`config.mk`:
```
export PLATFORM = sky130hd
export DESIGN_NAME = sliding_window_stability_detector_top
export DESIGN_NICKNAME = d
export VERILOG_FILES = /design/src/design/swsd_pkg.sv /design/src/design/swsd_ram.sv /design/src/design/swsd_mul.sv /design/src/design/sliding_window_stability_detector_top.sv
export SDC_FILE = /design/constraint.sdc
export NUM_CORES = 2
export LEC_CHECK = 0
export ABC_AREA = 1
export BUFFER_PORTS_ARGS = -buffer_cell sky130_fd_sc_hd__buf_2
export CAP_MARGIN = 40
export CORE_ASPECT_RATIO = 1.2
export CORE_MARGIN = 1.5
export CORE_UTILIZATION = 55
export DETAILED_ROUTE_END_ITERATION = 7
export PLACE_DENSITY = 0.74
export SKIP_LAST_GASP = 1
export SLEW_MARGIN = 20
export SYNTH_ARGS = -nofsm -noshare
export SYNTH_HDL_FRONTEND = slang
export SYNTH_HIERARCHICAL = 1
export SYNTH_SLANG_ARGS = --single-unit
```
`constraint.sdc`:
```
create_clock -name i_clk -period 13 [get_ports i_clk]
set_clock_uncertainty 0.2 [all_clocks]
set_input_delay 3.25 -clock i_clk [delete_from_list [all_inputs] [get_ports i_clk]]
set_output_delay 3.25 -clock i_clk [all_outputs]
set_load 0.01 [all_outputs]
```
`src/design/swsd_pkg.sv`:
```
package swsd_pkg;

    localparam int WINDOW_DEF = 12;
    localparam int DATA_W     = 32;
    localparam int PROD_W     = 2 * DATA_W;
    // largest reading in us is (2^32 - 1) / 1000, which fits in 23 bits
    localparam int SAMPLE_W   = 23;
    localparam int CNT_W      = 8;
    localparam int TOL_W      = 16;
    localparam int CFG_IDX_W  = 1;

    localparam logic [DATA_W-1:0] TIMEOUT_RST = 32'd10000;
    localparam logic [TOL_W-1:0]  TOL_RST     = 16'd1000;

    // ns -> us divisor and floor(2^32 / 1000)
    localparam logic [DATA_W-1:0] NS_PER_US       = 32'd1000;
    localparam logic [DATA_W-1:0] RECIP_NS_PER_US = 32'd4294967;

    typedef enum logic [2:0] {
        ST_COLLECTING = 3'd0,
        ST_STABLE     = 3'd1,
        ST_UNSTABLE   = 3'd2,
        ST_TIMEOUT    = 3'd3,
        ST_FAILED     = 3'd4
    } t_status;

    typedef enum logic [CFG_IDX_W-1:0] {
        CFG_TIMEOUT   = 1'b0,
        CFG_TOLERANCE = 1'b1
    } t_cfg_reg;

    typedef enum logic [3:0] {
        S_IDLE,
        S_DMUL,
        S_DFIX,
        S_DCOR,
        S_SUM,
        S_VAR,
        S_LIM,
        S_CMP,
        S_EMIT
    } t_state;

    // which quotient the constant divider is producing
    typedef enum logic [1:0] {
        DIV_NS,
        DIV_SUM,
        DIV_VAR
    } t_div;

endpackage

```
`src/design/swsd_ram.sv`:
```
module swsd_ram #(
    parameter int WIDTH = swsd_pkg::SAMPLE_W,
    parameter int DEPTH = swsd_pkg::WINDOW_DEF
) (
    input  logic                     i_clk,
    input  logic                     i_we,
    input  logic [$clog2(DEPTH)-1:0] i_waddr,
    input  logic [WIDTH-1:0]         i_wdata,
    input  logic [$clog2(DEPTH)-1:0] i_raddr,
    output logic [WIDTH-1:0]         o_rdata
);

    logic [WIDTH-1:0] r_mem [DEPTH];
    logic [WIDTH-1:0] r_rdata;

    always_ff @(posedge i_clk) begin
        if (i_we) begin
            r_mem[i_waddr] <= i_wdata;
        end
        r_rdata <= r_mem[i_raddr];
    end

    assign o_rdata = r_rdata;

endmodule

```
`src/design/swsd_mul.sv`:
```
module swsd_mul (
    input  logic                        i_clk,
    input  logic [swsd_pkg::DATA_W-1:0] i_a,
    input  logic [swsd_pkg::DATA_W-1:0] i_b,
    output logic [swsd_pkg::PROD_W-1:0] o_prod
);

    logic [swsd_pkg::PROD_W-1:0] r_prod;

    // full 32x32 product, registered
    always_ff @(posedge i_clk) begin
        r_prod <= swsd_pkg::PROD_W'(i_a) * swsd_pkg::PROD_W'(i_b);
    end

    assign o_prod = r_prod;

endmodule

```
`src/design/sliding_window_stability_detector_top.sv`:
```
// Conductivity stability detector. Each input transfer carries a reading in nS, the ms elapsed
// in the current wait and a failure flag; each one yields exactly one result transfer. A wait
// past timeout_ms reports timed out (this wins over a failed reading), a failed reading
// reports failed; both end the run and clear the sample count. Otherwise the reading is
// converted to uS and stored in a WINDOW-deep ring; while fewer than WINDOW samples are
// held the result is "collecting", afterwards the truncated mean and population variance
// (32-bit wrapping) of the window are reported, stable when the variance is below the
// squared tolerance, which also ends the run. samples_taken wraps at 256. One 32x32
// multiplier does all multiplications (divisions by constants through reciprocals, squares,
// tolerance square) and the ring has one read port, so the window is walked one sample a
// cycle, twice. Input ready is high only when the sequencer is idle; a finished result
// waits in the output register without holding up the next input transfer. Configuration
// writes take effect at once and are expected only while the block is idle.
module sliding_window_stability_detector_top #(
    parameter int WINDOW = swsd_pkg::WINDOW_DEF
) (
    input  logic                           i_clk,
    input  logic                           i_rst_n,
    // configuration
    input  logic                           i_cfg_we,
    input  logic [swsd_pkg::CFG_IDX_W-1:0] i_cfg_idx,
    input  logic [swsd_pkg::DATA_W-1:0]    i_cfg_data,
    // input channel
    input  logic                           i_in_valid,
    output logic                           o_in_ready,
    input  logic [swsd_pkg::DATA_W-1:0]    i_reading_ns,
    input  logic [swsd_pkg::DATA_W-1:0]    i_elapsed_ms,
    input  logic                           i_reading_failed,
    // result channel
    output logic                           o_out_valid,
    input  logic                           i_out_ready,
    output logic [2:0]                     o_status,
    output logic [swsd_pkg::DATA_W-1:0]    o_mean_us,
    output logic [swsd_pkg::DATA_W-1:0]    o_variance_us2,
    output logic [swsd_pkg::CNT_W-1:0]     o_samples_taken
);

    localparam int DW = swsd_pkg::DATA_W;
    localparam int SW = swsd_pkg::SAMPLE_W;
    localparam int CW = swsd_pkg::CNT_W;
    localparam int AW = $clog2(WINDOW);
    localparam int IW = $clog2(WINDOW + 1);

    // floor(2^32 / WINDOW): quotient estimate is low by at most one
    localparam logic [DW-1:0] RECIP_WIN = DW'((64'd1 << 32) / WINDOW);
    localparam logic [DW-1:0] WIN_D     = DW'(WINDOW);
    localparam logic [IW-1:0] IDX_END   = IW'(WINDOW);
    localparam logic [AW-1:0] PTR_LAST  = AW'(WINDOW - 1);
    localparam logic [CW-1:0] CNT_WIN   = CW'(WINDOW);

    swsd_pkg::t_state  r_state, n_state;
    swsd_pkg::t_div    r_dk;
    swsd_pkg::t_status r_st;

    logic [DW-1:0]              r_timeout;
    logic [swsd_pkg::TOL_W-1:0] r_tol;
    logic [CW-1:0]              r_count;
    logic [AW-1:0]              r_wptr;
    logic [DW-1:0]              r_x;      // dividend
    logic [DW-1:0]              r_q;      // quotient estimate
    logic [DW-1:0]              r_acc;
    logic [DW-1:0]              r_mean;
    logic [DW-1:0]              r_var;
    logic [CW-1:0]              r_cnt_out;
    logic [IW-1:0]              r_idx;
    logic                       r_rdv;    // ring read data valid
    logic                       r_pv;     // square product valid

    logic                       r_out_valid;
    swsd_pkg::t_status          r_out_status;
    logic [DW-1:0]              r_out_mean;
    logic [DW-1:0]              r_out_var;
    logic [CW-1:0]              r_out_cnt;

    // shared unit and ring
    logic [DW-1:0]                w_mul_a, w_mul_b;
    logic [swsd_pkg::PROD_W-1:0]  w_prod;
    logic                         w_ram_we;
    logic [AW-1:0]                w_raddr;
    logic [SW-1:0]                w_rdata;

    logic          w_in_acc, w_timed_out, w_slot_free, w_idx_live, w_stable;
    logic [DW-1:0] w_div_d, w_div_r, w_prod_hi, w_div_rem, w_div_q, w_dev;
    logic [CW-1:0] w_cnt_inc;

    // ---------------------------------------------------------------- datapath helpers
    assign w_in_acc    = i_in_valid && (r_state == swsd_pkg::S_IDLE);
    assign w_timed_out = i_elapsed_ms > r_timeout;
    assign w_slot_free = !r_out_valid || i_out_ready;
    assign w_idx_live  = r_idx != IDX_END;
    assign w_cnt_inc   = r_count + CW'(1);

    // divide by a constant: q0 = (x * recip) >> 32, then one remainder correction
    assign w_div_d   = (r_dk == swsd_pkg::DIV_NS) ? swsd_pkg::NS_PER_US : WIN_D;
    assign w_div_r   = (r_dk == swsd_pkg::DIV_NS) ? swsd_pkg::RECIP_NS_PER_US : RECIP_WIN;
    assign w_prod_hi = w_prod[swsd_pkg::PROD_W-1:DW];
    assign w_div_rem = r_x - w_prod[DW-1:0];
    assign w_div_q   = (w_div_rem >= w_div_d) ? r_q + DW'(1) : r_q;

    assign w_dev    = DW'(w_rdata) - r_mean;
    assign w_stable = r_var < w_prod[DW-1:0];

    swsd_mul u_mul (
        .i_clk  (i_clk),
        .i_a    (w_mul_a),
        .i_b    (w_mul_b),
        .o_prod (w_prod)
    );

    swsd_ram #(
        .WIDTH (SW),
        .DEPTH (WINDOW)
    ) u_ring (
        .i_clk   (i_clk),
        .i_we    (w_ram_we),
        .i_waddr (r_wptr),
        .i_wdata (w_div_q[SW-1:0]),
        .i_raddr (w_raddr),
        .o_rdata (w_rdata)
    );

    // ---------------------------------------------------------------- next state
    always_comb begin
        n_state = r_state;
        case (r_state)
            swsd_pkg::S_IDLE: begin
                if (w_in_acc) begin
                    if (w_timed_out || i_reading_failed) begin
                        n_state = swsd_pkg::S_EMIT;
                    end else begin
                        n_state = swsd_pkg::S_DMUL;
                    end
                end
            end
            swsd_pkg::S_DMUL: n_state = swsd_pkg::S_DFIX;
            swsd_pkg::S_DFIX: n_state = swsd_pkg::S_DCOR;
            swsd_pkg::S_DCOR: begin
                case (r_dk)
                    swsd_pkg::DIV_NS: begin
                        n_state = (w_cnt_inc < CNT_WIN) ? swsd_pkg::S_EMIT : swsd_pkg::S_SUM;
                    end
                    swsd_pkg::DIV_SUM: n_state = swsd_pkg::S_VAR;
                    swsd_pkg::DIV_VAR: n_state = swsd_pkg::S_LIM;
                    default:           n_state = swsd_pkg::S_IDLE;
                endcase
            end
            swsd_pkg::S_SUM: begin
                if (!w_idx_live && !r_rdv) begin
                    n_state = swsd_pkg::S_DMUL;
                end
            end
            swsd_pkg::S_VAR: begin
                if (!w_idx_live && !r_rdv && !r_pv) begin
                    n_state = swsd_pkg::S_DMUL;
                end
            end
            swsd_pkg::S_LIM: n_state = swsd_pkg::S_CMP;
            swsd_pkg::S_CMP: n_state = swsd_pkg::S_EMIT;
            swsd_pkg::S_EMIT: begin
                if (w_slot_free) begin
                    n_state = swsd_pkg::S_IDLE;
                end
            end
            default: n_state = swsd_pkg::S_IDLE;
        endcase
    end

    // ---------------------------------------------------------------- sequencer outputs
    always_comb begin
        w_mul_a  = '0;
        w_mul_b  = '0;
        w_ram_we = 1'b0;
        w_raddr  = w_idx_live ? r_idx[AW-1:0] : '0;
        case (r_state)
            swsd_pkg::S_DMUL: begin
                w_mul_a = r_x;
                w_mul_b = w_div_r;
            end
            swsd_pkg::S_DFIX: begin
                w_mul_a = w_prod_hi;
                w_mul_b = w_div_d;
            end
            swsd_pkg::S_DCOR: begin
                w_ram_we = (r_dk == swsd_pkg::DIV_NS);
            end
            swsd_pkg::S_VAR: begin
                w_mul_a = w_dev;
                w_mul_b = w_dev;
            end
            swsd_pkg::S_LIM: begin
                w_mul_a = DW'(r_tol);
                w_mul_b = DW'(r_tol);
            end
            default: begin
            end
        endcase
    end

    assign o_in_ready = (r_state == swsd_pkg::S_IDLE);

    // ---------------------------------------------------------------- registers
    always_ff @(posedge i_clk) begin
        if (!i_rst_n) begin
            r_state     <= swsd_pkg::S_IDLE;
            r_timeout   <= swsd_pkg::TIMEOUT_RST;
            r_tol       <= swsd_pkg::TOL_RST;
            r_count     <= '0;
            r_wptr      <= '0;
            r_idx       <= '0;
            r_rdv       <= 1'b0;
            r_pv        <= 1'b0;
            r_out_valid <= 1'b0;
        end else begin
            r_state <= n_state;

            if (i_cfg_we) begin
                case (swsd_pkg::t_cfg_reg'(i_cfg_idx))
                    swsd_pkg::CFG_TIMEOUT:   r_timeout <= i_cfg_data;
                    swsd_pkg::CFG_TOLERANCE: r_tol     <= i_cfg_data[swsd_pkg::TOL_W-1:0];
                    default: begin
                    end
                endcase
            end

            // a result loaded in S_EMIT takes the place of the one leaving
            if (r_out_valid && i_out_ready && (r_state != swsd_pkg::S_EMIT)) begin
                r_out_valid <= 1'b0;
            end

            case (r_state)
                swsd_pkg::S_IDLE: begin
                    if (w_in_acc) begin
                        r_mean    <= '0;
                        r_var     <= '0;
                        r_cnt_out <= r_count;
                        r_x       <= i_reading_ns;
                        r_dk      <= swsd_pkg::DIV_NS;
                        if (w_timed_out || i_reading_failed) begin
                            r_st    <= w_timed_out ? swsd_pkg::ST_TIMEOUT : swsd_pkg::ST_FAILED;
                            r_count <= '0;
                            r_wptr  <= '0;
                        end
                    end
                end
                swsd_pkg::S_DFIX: begin
                    r_q <= w_prod_hi;
                end
                swsd_pkg::S_DCOR: begin
                    r_idx <= '0;
                    r_acc <= '0;
                    case (r_dk)
                        swsd_pkg::DIV_NS: begin
                            r_count   <= w_cnt_inc;
                            r_cnt_out <= w_cnt_inc;
                            r_st      <= swsd_pkg::ST_COLLECTING;
                            // count wrapping to zero restarts the ring at entry 0
                            if (w_cnt_inc == '0 || r_wptr == PTR_LAST) begin
                                r_wptr <= '0;
                            end else begin
                                r_wptr <= r_wptr + AW'(1);
                            end
                        end
                        swsd_pkg::DIV_SUM: r_mean <= w_div_q;
                        swsd_pkg::DIV_VAR: r_var  <= w_div_q;
                        default: begin
                        end
                    endcase
                end
                swsd_pkg::S_SUM: begin
                    if (w_idx_live) begin
                        r_idx <= r_idx + IW'(1);
                    end
                    r_rdv <= w_idx_live;
                    if (r_rdv) begin
                        r_acc <= r_acc + DW'(w_rdata);
                    end
                    if (!w_idx_live && !r_rdv) begin
                        r_x  <= r_acc;
                        r_dk <= swsd_pkg::DIV_SUM;
                    end
                end
                swsd_pkg::S_VAR: begin
                    // read -> square -> accumulate, one sample a cycle
                    if (w_idx_live) begin
                        r_idx <= r_idx + IW'(1);
                    end
                    r_rdv <= w_idx_live;
                    r_pv  <= r_rdv;
                    if (r_pv) begin
                        r_acc <= r_acc + w_prod[DW-1:0];
                    end
                    if (!w_idx_live && !r_rdv && !r_pv) begin
                        r_x  <= r_acc;
                        r_dk <= swsd_pkg::DIV_VAR;
                    end
                end
                swsd_pkg::S_CMP: begin
                    if (w_stable) begin
                        r_st    <= swsd_pkg::ST_STABLE;
                        r_count <= '0;
                        r_wptr  <= '0;
                    end else begin
                        r_st <= swsd_pkg::ST_UNSTABLE;
                    end
                end
                swsd_pkg::S_EMIT: begin
                    if (w_slot_free) begin
                        r_out_valid  <= 1'b1;
                        r_out_status <= r_st;
                        r_out_mean   <= r_mean;
                        r_out_var    <= r_var;
                        r_out_cnt    <= r_cnt_out;
                    end
                end
                default: begin
                end
            endcase
        end
    end

    assign o_out_valid     = r_out_valid;
    assign o_status        = r_out_status;
    assign o_mean_us       = r_out_mean;
    assign o_variance_us2  = r_out_var;
    assign o_samples_taken = r_out_cnt;

    // ---------------------------------------------------------------- assertions
    a_busy_after_accept: assert property (@(posedge i_clk) disable iff (!i_rst_n)
        (i_in_valid && o_in_ready) |=> (r_state != swsd_pkg::S_IDLE))
        else $error("sequencer still idle after an input transfer");

    a_wptr_range: assert property (@(posedge i_clk) disable iff (!i_rst_n)
        r_wptr <= PTR_LAST)
        else $error("ring write pointer beyond window");

    a_collect_fields: assert property (@(posedge i_clk) disable iff (!i_rst_n)
        (o_out_valid && o_status == swsd_pkg::ST_COLLECTING) |->
        (o_samples_taken < CNT_WIN && o_mean_us == '0 && o_variance_us2 == '0))
        else $error("collecting result with full window or non-zero statistics");

    a_stable_ends_run: assert property (@(posedge i_clk) disable iff (!i_rst_n)
        (r_state == swsd_pkg::S_CMP && w_stable) |=> (r_count == '0 && r_wptr == '0))
        else $error("stable result did not clear the sample count");

endmodule
```
; Yosys cells after proc, flatten, opt, wreduce, memory -nomap -nowiden
; Memories as Yosys holds them, arrays and structs flattened. A register that Yosys moved wholly into a read port is not among the register bits.
; Index checks and enable logic that the tools add are counted.
[totals]
register_bits = 383
mem_bits_rw = 276
output_inout_bits = 77
wordCells = 153
memories = 1
[mem_list]
columns = memory, depth, width, read_ports, rd_clocked_by_memory_dff, write_ports, line_no
row1 = u_ring.r_mem, 12, 23, 1, 1, 1, swsd_ram.sv:13  ; logic [WIDTH-1:0] r_mem [DEPTH];
[classes]
addsub = 8
n_mul = 1
n_lt_le_gt_ge = 4
n_eq_ne = 25
mux = 57
bitwise_logic = 1
n_reduce_logical = 34
[op_table]
columns = op, n
row1 = $mux 32, 9
row2 = $pmux 32 s4, 2
row3 = $pmux 32 s3, 2
row4 = $pmux 32 s2, 2
row5 = $mul 32x32->64, 1
row6 = $mux 4, 13
row7 = $mux 8, 5
row8 = $pmux 4 s9, 1
row9 = $add 32x1->32 const B, 1
row10 = $add 32x23->32, 1
row11 = $add 32x32->32, 1
row12 = $ge 32x10->1, 1
row13 = $gt 32x32->1, 1
row14 = $lt 32x32->1, 1
row15 = $sub 23x32->32, 1
row16 = $sub 32x32->32, 1
row17 = $mux 29, 1
row18 = $pmux 4 s3, 2
row19 = $pmux 8 s3, 1
row20 = $reduce_and 4->1, 5
row21 = $eq 4x3->1 const B, 4
row22 = $pmux 8 s2, 1
row23 = $reduce_and 5->1, 3
row24 = $ne 2x2->1 const B, 7
row25 = 29 further kinds, 63

; Logic depth before layout (Yosys ltp)
[depth]
depth_word = 6
ltp_mapped = 49

; Modules after synthesis
; The synthesis kept the hierarchy.
[modules_own_cells]
columns = module, n_inst, cells_per_inst, area_each_um2, seq_area_each_um2
row1 = swsd_mul, 1, 4991, 37228.2, 1281.2
row2 = sliding_window_stability_detector_top, 1, 2781, 21259.1, 8868.5
row3 = swsd_ram, 1, 1069, 11969.0, 8748.4

; Least setup slack after synthesis
; No wires, ideal clock.
[synth_timing]
path_type = register to register
start = register r_mean[0]
end = register u_mul.r_prod, in the netlist u_mul/o_prod[61]
arrival_ns = 7.780
required_ns = 12.688
setup_slack_ns = 4.907
stages_incl_launch_ff = 42
path_buffers = 1
period_less_slack_ns = 8.093
path_cell_list = edfxtp_1 > ha_1 > inv_1 > fa_1 > nand2_1 > a21oi_1 > nand3_1 > nand2_1 > nand2_1 > o211ai_1 > nand4_1 > nand2_1 > nand2_1 > o21ai_0 > nand3_1 > nand3_1 > clkbuf_1 > nand2_1 > [... 6 more ...] > inv_1 > fa_1 > fa_1 > fa_1 > inv_1 > fa_1 > inv_1 > ha_1 > nand2_1 > inv_1 > a21oi_1 > nand2_1 > nand2_1 > nand2_1 > a21oi_1 > nand2_1 > nand2_1 > nand2_1
[synth_between]
elab_chain_cells = 3
elab_cells_between_ends = 4
[synth_lines]
columns = element, line_no
row1 = start: declaration, sliding_window_stability_detector_top.sv:62  ; logic [DW-1:0] r_mean;
row2 = start signal: assignment, sliding_window_stability_detector_top.sv:263  ; swsd_pkg::DIV_SUM: r_mean <= w_div_q;
row3 = $sub 23x32->32, sliding_window_stability_detector_top.sv:100  ; assign w_dev = DW'(w_rdata) - r_mean;
row4 = $pmux 32 s4, sliding_window_stability_detector_top.sv:174  ; case (r_state)
row5 = net w_mul_a[30], sliding_window_stability_detector_top.sv:76  ; logic [DW-1:0] w_mul_a, w_mul_b;
row6 = $mul 32x32->64, swsd_mul.sv:12  ; r_prod <= swsd_pkg::PROD_W'(i_a) * swsd_pkg::PROD_W'(i_b);
row7 = end signal: assignment, swsd_mul.sv:12
row8 = end: declaration, swsd_mul.sv:8  ; logic [swsd_pkg::PROD_W-1:0] r_prod;
; The timed path passes the listed nets, and every way through them passes these cells.
; A chain may end at the register's enable or synchronous reset.

; Final worst setup path
[layout_timing]
start = register r_mean[2]
end = register u_mul.r_prod, in the netlist u_mul/o_prod[51]
[layout_between]
elab_chain_cells = 3
elab_cells_between_ends = 4
[layout_lines]
columns = element, line_no
row1 = $sub 23x32->32, sliding_window_stability_detector_top.sv:100
row2 = $pmux 32 s4, sliding_window_stability_detector_top.sv:174
row3 = net w_mul_b[19], sliding_window_stability_detector_top.sv:76
row4 = $mul 32x32->64, swsd_mul.sv:12
; The timed path passes the listed nets, and every way through them passes these cells.

==> flow_metrics.tcl <==
set metrics [dict create \
    initial_core_util_pct 55.5 \
    peakVddDrop_mv 0.0813 \
    num_io_pins 180 \
    vias_per_cell 5.45 \
    area_growth_pct 7.43 \
    drc 0 \
    worstSetupEndpointType "register" \
    drt_iter0_markers 5310 \
    powerDensity_nw_per_um2 71.7 \
    critPathTopFamily "adder cells" \
    cpMaxStageDelayCell "fa_1" \
    layout-drive-gt1-share_pct 6.08 \
    via_count 57908 \
    cts_buffer_depth 3 \
    cts_hold_buf 0 \
    final_hold_viol_count 0 \
    ys.flop_type "edfxtp_1" \
    maxSlewViolCount 0 \
    num_rows 143 \
    crit_path_start_kind "register" \
    worst-endpoint-required_ns 13.33 \
    tightest_slew_ns 0.837 \
    fin_crit_sh_pct 77.9 \
    grt_remaining_overflow 0 \
    final_cell_area_um2 75700 \
    fin_setup_tns_ns 0 \
    switching_share_pct 29.3 \
    clock_latency_ns 0.67 \
    clock-sinks 682 \
    utilization_pct 59.7 \
    ys_types 52 \
    postCtsSetupBuffers 0 \
    place_inst 10495 \
    ys_warn_count 6 \
    regArea_um2 18900 \
    die_h_um 395 \
    port_buffers 179 \
    power_switching_w 0.00159 \
    synth.top_cell.area_share_pct 25.5 \
    cts-buffers-inserted 69 \
    cts_resized 0 \
    grt_pass1_wl_um 346000 \
    synthCells 8841 \
    nets 10334 \
    grt_pass1_vias 60479 \
    p_leak_nw 41.3 \
    grt_max_degree 69 \
    ys_ff_latch 682 \
    dieArea_um2 130000 \
    syn_area_um2 70500 \
    status "completed" \
    fill_cells 11230 \
    internal-power_w 0.00384 \
    synthArstFlopShare_pct 0 \
    cp_max_fo 33 \
    core_um2 127000 \
    cts_tree "done" \
    hold_ws_ns 0.220 \
    rsz0062_at_grt "false" \
    p_seq_share_pct 46.6 \
    hold_path.class "register to register" \
    track_usage_pct 35.6 \
    ant_nets 0 \
    path_class "register to register" \
    syn_area_per_cell_um2 7.97 \
    slew_headroom_pct 43.6 \
    post-dp-hpwl_um 177000 \
    setup_viol 0 \
    critical_path_buf_inv_count 10 \
    syn-num-nets 10271 \
    post_dp_cell_area_um2 73300 \
    h-tree-depth 3 \
    synth_edf_count 524 \
    drt-total-wl_um 226000 \
    instances_no_fill 10631 \
    synthTopCellsByArea "fa_1 (26%), edfxtp_1 (22%), nand2_1 (14%), inv_1 (12%), ha_1 (7.6%)" \
    crit_path_frequent_cell "fa_1" \
    combinationalPowerShare_pct 15.1 \
    multiInputGateArea_um2 41900 \
    antenna_found_initial 9 \
    path_clk_slew_ns 0.07 \
    yosysMostFrequentCell "nand2_1" \
    place.gp.congestion 1.04 \
    ys_seq_area_share_pct 26.8 \
    synth_top_area_cell "fa_1" \
    drv_cap 0 \
    clockRootBuffer "clkbuf_16" \
    ys_top_cells_by_count "nand2_1 (2,632), inv_1 (2,232), fa_1 (899)" \
    critical_path_arrival_ns 10.46 \
    r2r_setup_slack_ns 2.87 \
    clkPwrFrac_pct 38.3 \
    finalCriticalPeriod_ns 10.13 \
    die_w_um 330 \
    dr.pass1.iters 8 \
    slowest_delay_ns 0.56 \
    fmax_mhz 98.8 \
    wl_per_cell_um 21.3 \
]
[worst register-to-register path: cells and delay by family (launching register included)]
kind,cells,cell delay [ns]
DFF,1,0.35
AOI/OAI and AO/OA,5,1.49
and+or+nand+nor,10,1.55
adders and majority gates,10,4.74
buffers and inverters,10,1.65
[registers in the layout (all words and copies together), names as in the netlist, 8 cells and up]
register / flops
r_timeout: 32
u_ring/r_mem: 276
r_q: 32
r_x: 32
u_ring/o_rdata: 23
r_mean: 32
o_samples_taken: 8
r_var: 32
r_tol: 16
u_mul/o_prod: 64
r_cnt_out: 8
r_acc: 32
r_count: 8
o_variance_us2: 32
o_mean_us: 32
[power by group through the flow]
stage                     Sequential (W)  Clock [W]  Combinational, W
after global placement           0.00257          0          0.000782
final                            0.00253    0.00208          0.000821
after CTS                        0.00252    0.00210          0.000805
after detailed placement         0.00257          0          0.000801
after global routing             0.00253    0.00218          0.000900
after floorplan                  0.00253          0          0.000501
[kinds of logic (layout without fill, tap and decap cells)]
group / Yosys count / after routing / synth area share, %
buf+inv: 2568 / 2687 / 13.9
xor+xnor: 83 / 83 / 1.03
flops: 682 / 682 / 26.8
simple gates: 3593 / 3593 / 20.7
other cells: 0 / 4 / 0
compound gates: 588 / 588 / 4.49
fa+ha+maj: 1327 / 1327 / 33.1
[per-stage QoR]
stage / setup WS [ns] / power (W)
2_1_floorplan: 4.91 / 0.00303
3_3_place_gp: 3.04 / 0.00335
3_5_place_dp: 2.96 / 0.00337
4_1_cts: 2.89 / 0.00542
5_1_grt: 2.29 / 0.00561
6_report: 2.87 / 0.00542
[cells in the final DEF, fill, tap and decap left out, types with 8 or more instances in the layout]
cell and instances:
nand4_1 82, clkbuf_16 72, nand3_2 9, nand3b_1 8, nand2_1 2629, a21oi_1 279, clkinv_2 16, buf_2 179
or2_2 10, xnor2_1 18, o21a_1 9, fa_1 899, ha_1 428, inv_2 26, dfxtp_1 158, xor2_1 65
inv_1 2229, nor4_1 16, o21ai_1 10, o21bai_1 24, nand3_1 324, nor2_1 375, o211ai_1 11, nand2_2 19
o21ai_0 214, nor2_2 45, nor3_2 10, buf_4 108, clkinv_1 12, edfxtp_1 524, nor3_1 51
[final cells by class]
class	count	area share, %
clock inverters	47	0.661
repair buffers	299	2.56
diodes	4	0.0132
flip-flops and latches	682	25.0
well taps	1667	2.76
inverters	2261	11.2
clock buffers	80	2.45
multi-input cells	5591	55.4
[worst paths after layout]
check	from	to	cells past startpoint
max	r_mean[2]	u_mul/o_prod[51]	35
min	r_cnt_out[6]	o_samples_taken[6]	0
max reg2reg	r_mean[2]	u_mul/o_prod[51]	35
min reg2reg	r_cnt_out[6]	o_samples_taken[6]	0
[metal layers]
metal	GRT usage, %	routed length, um	vias to the layer above
met5	0	20	-
met4	24.2	18200	2
met3	4.72	15800	797
met2	61.0	111000	2575
met1	41.2	81200	28081
li1	-	-	26453
(Power assumes the default switching activity.)
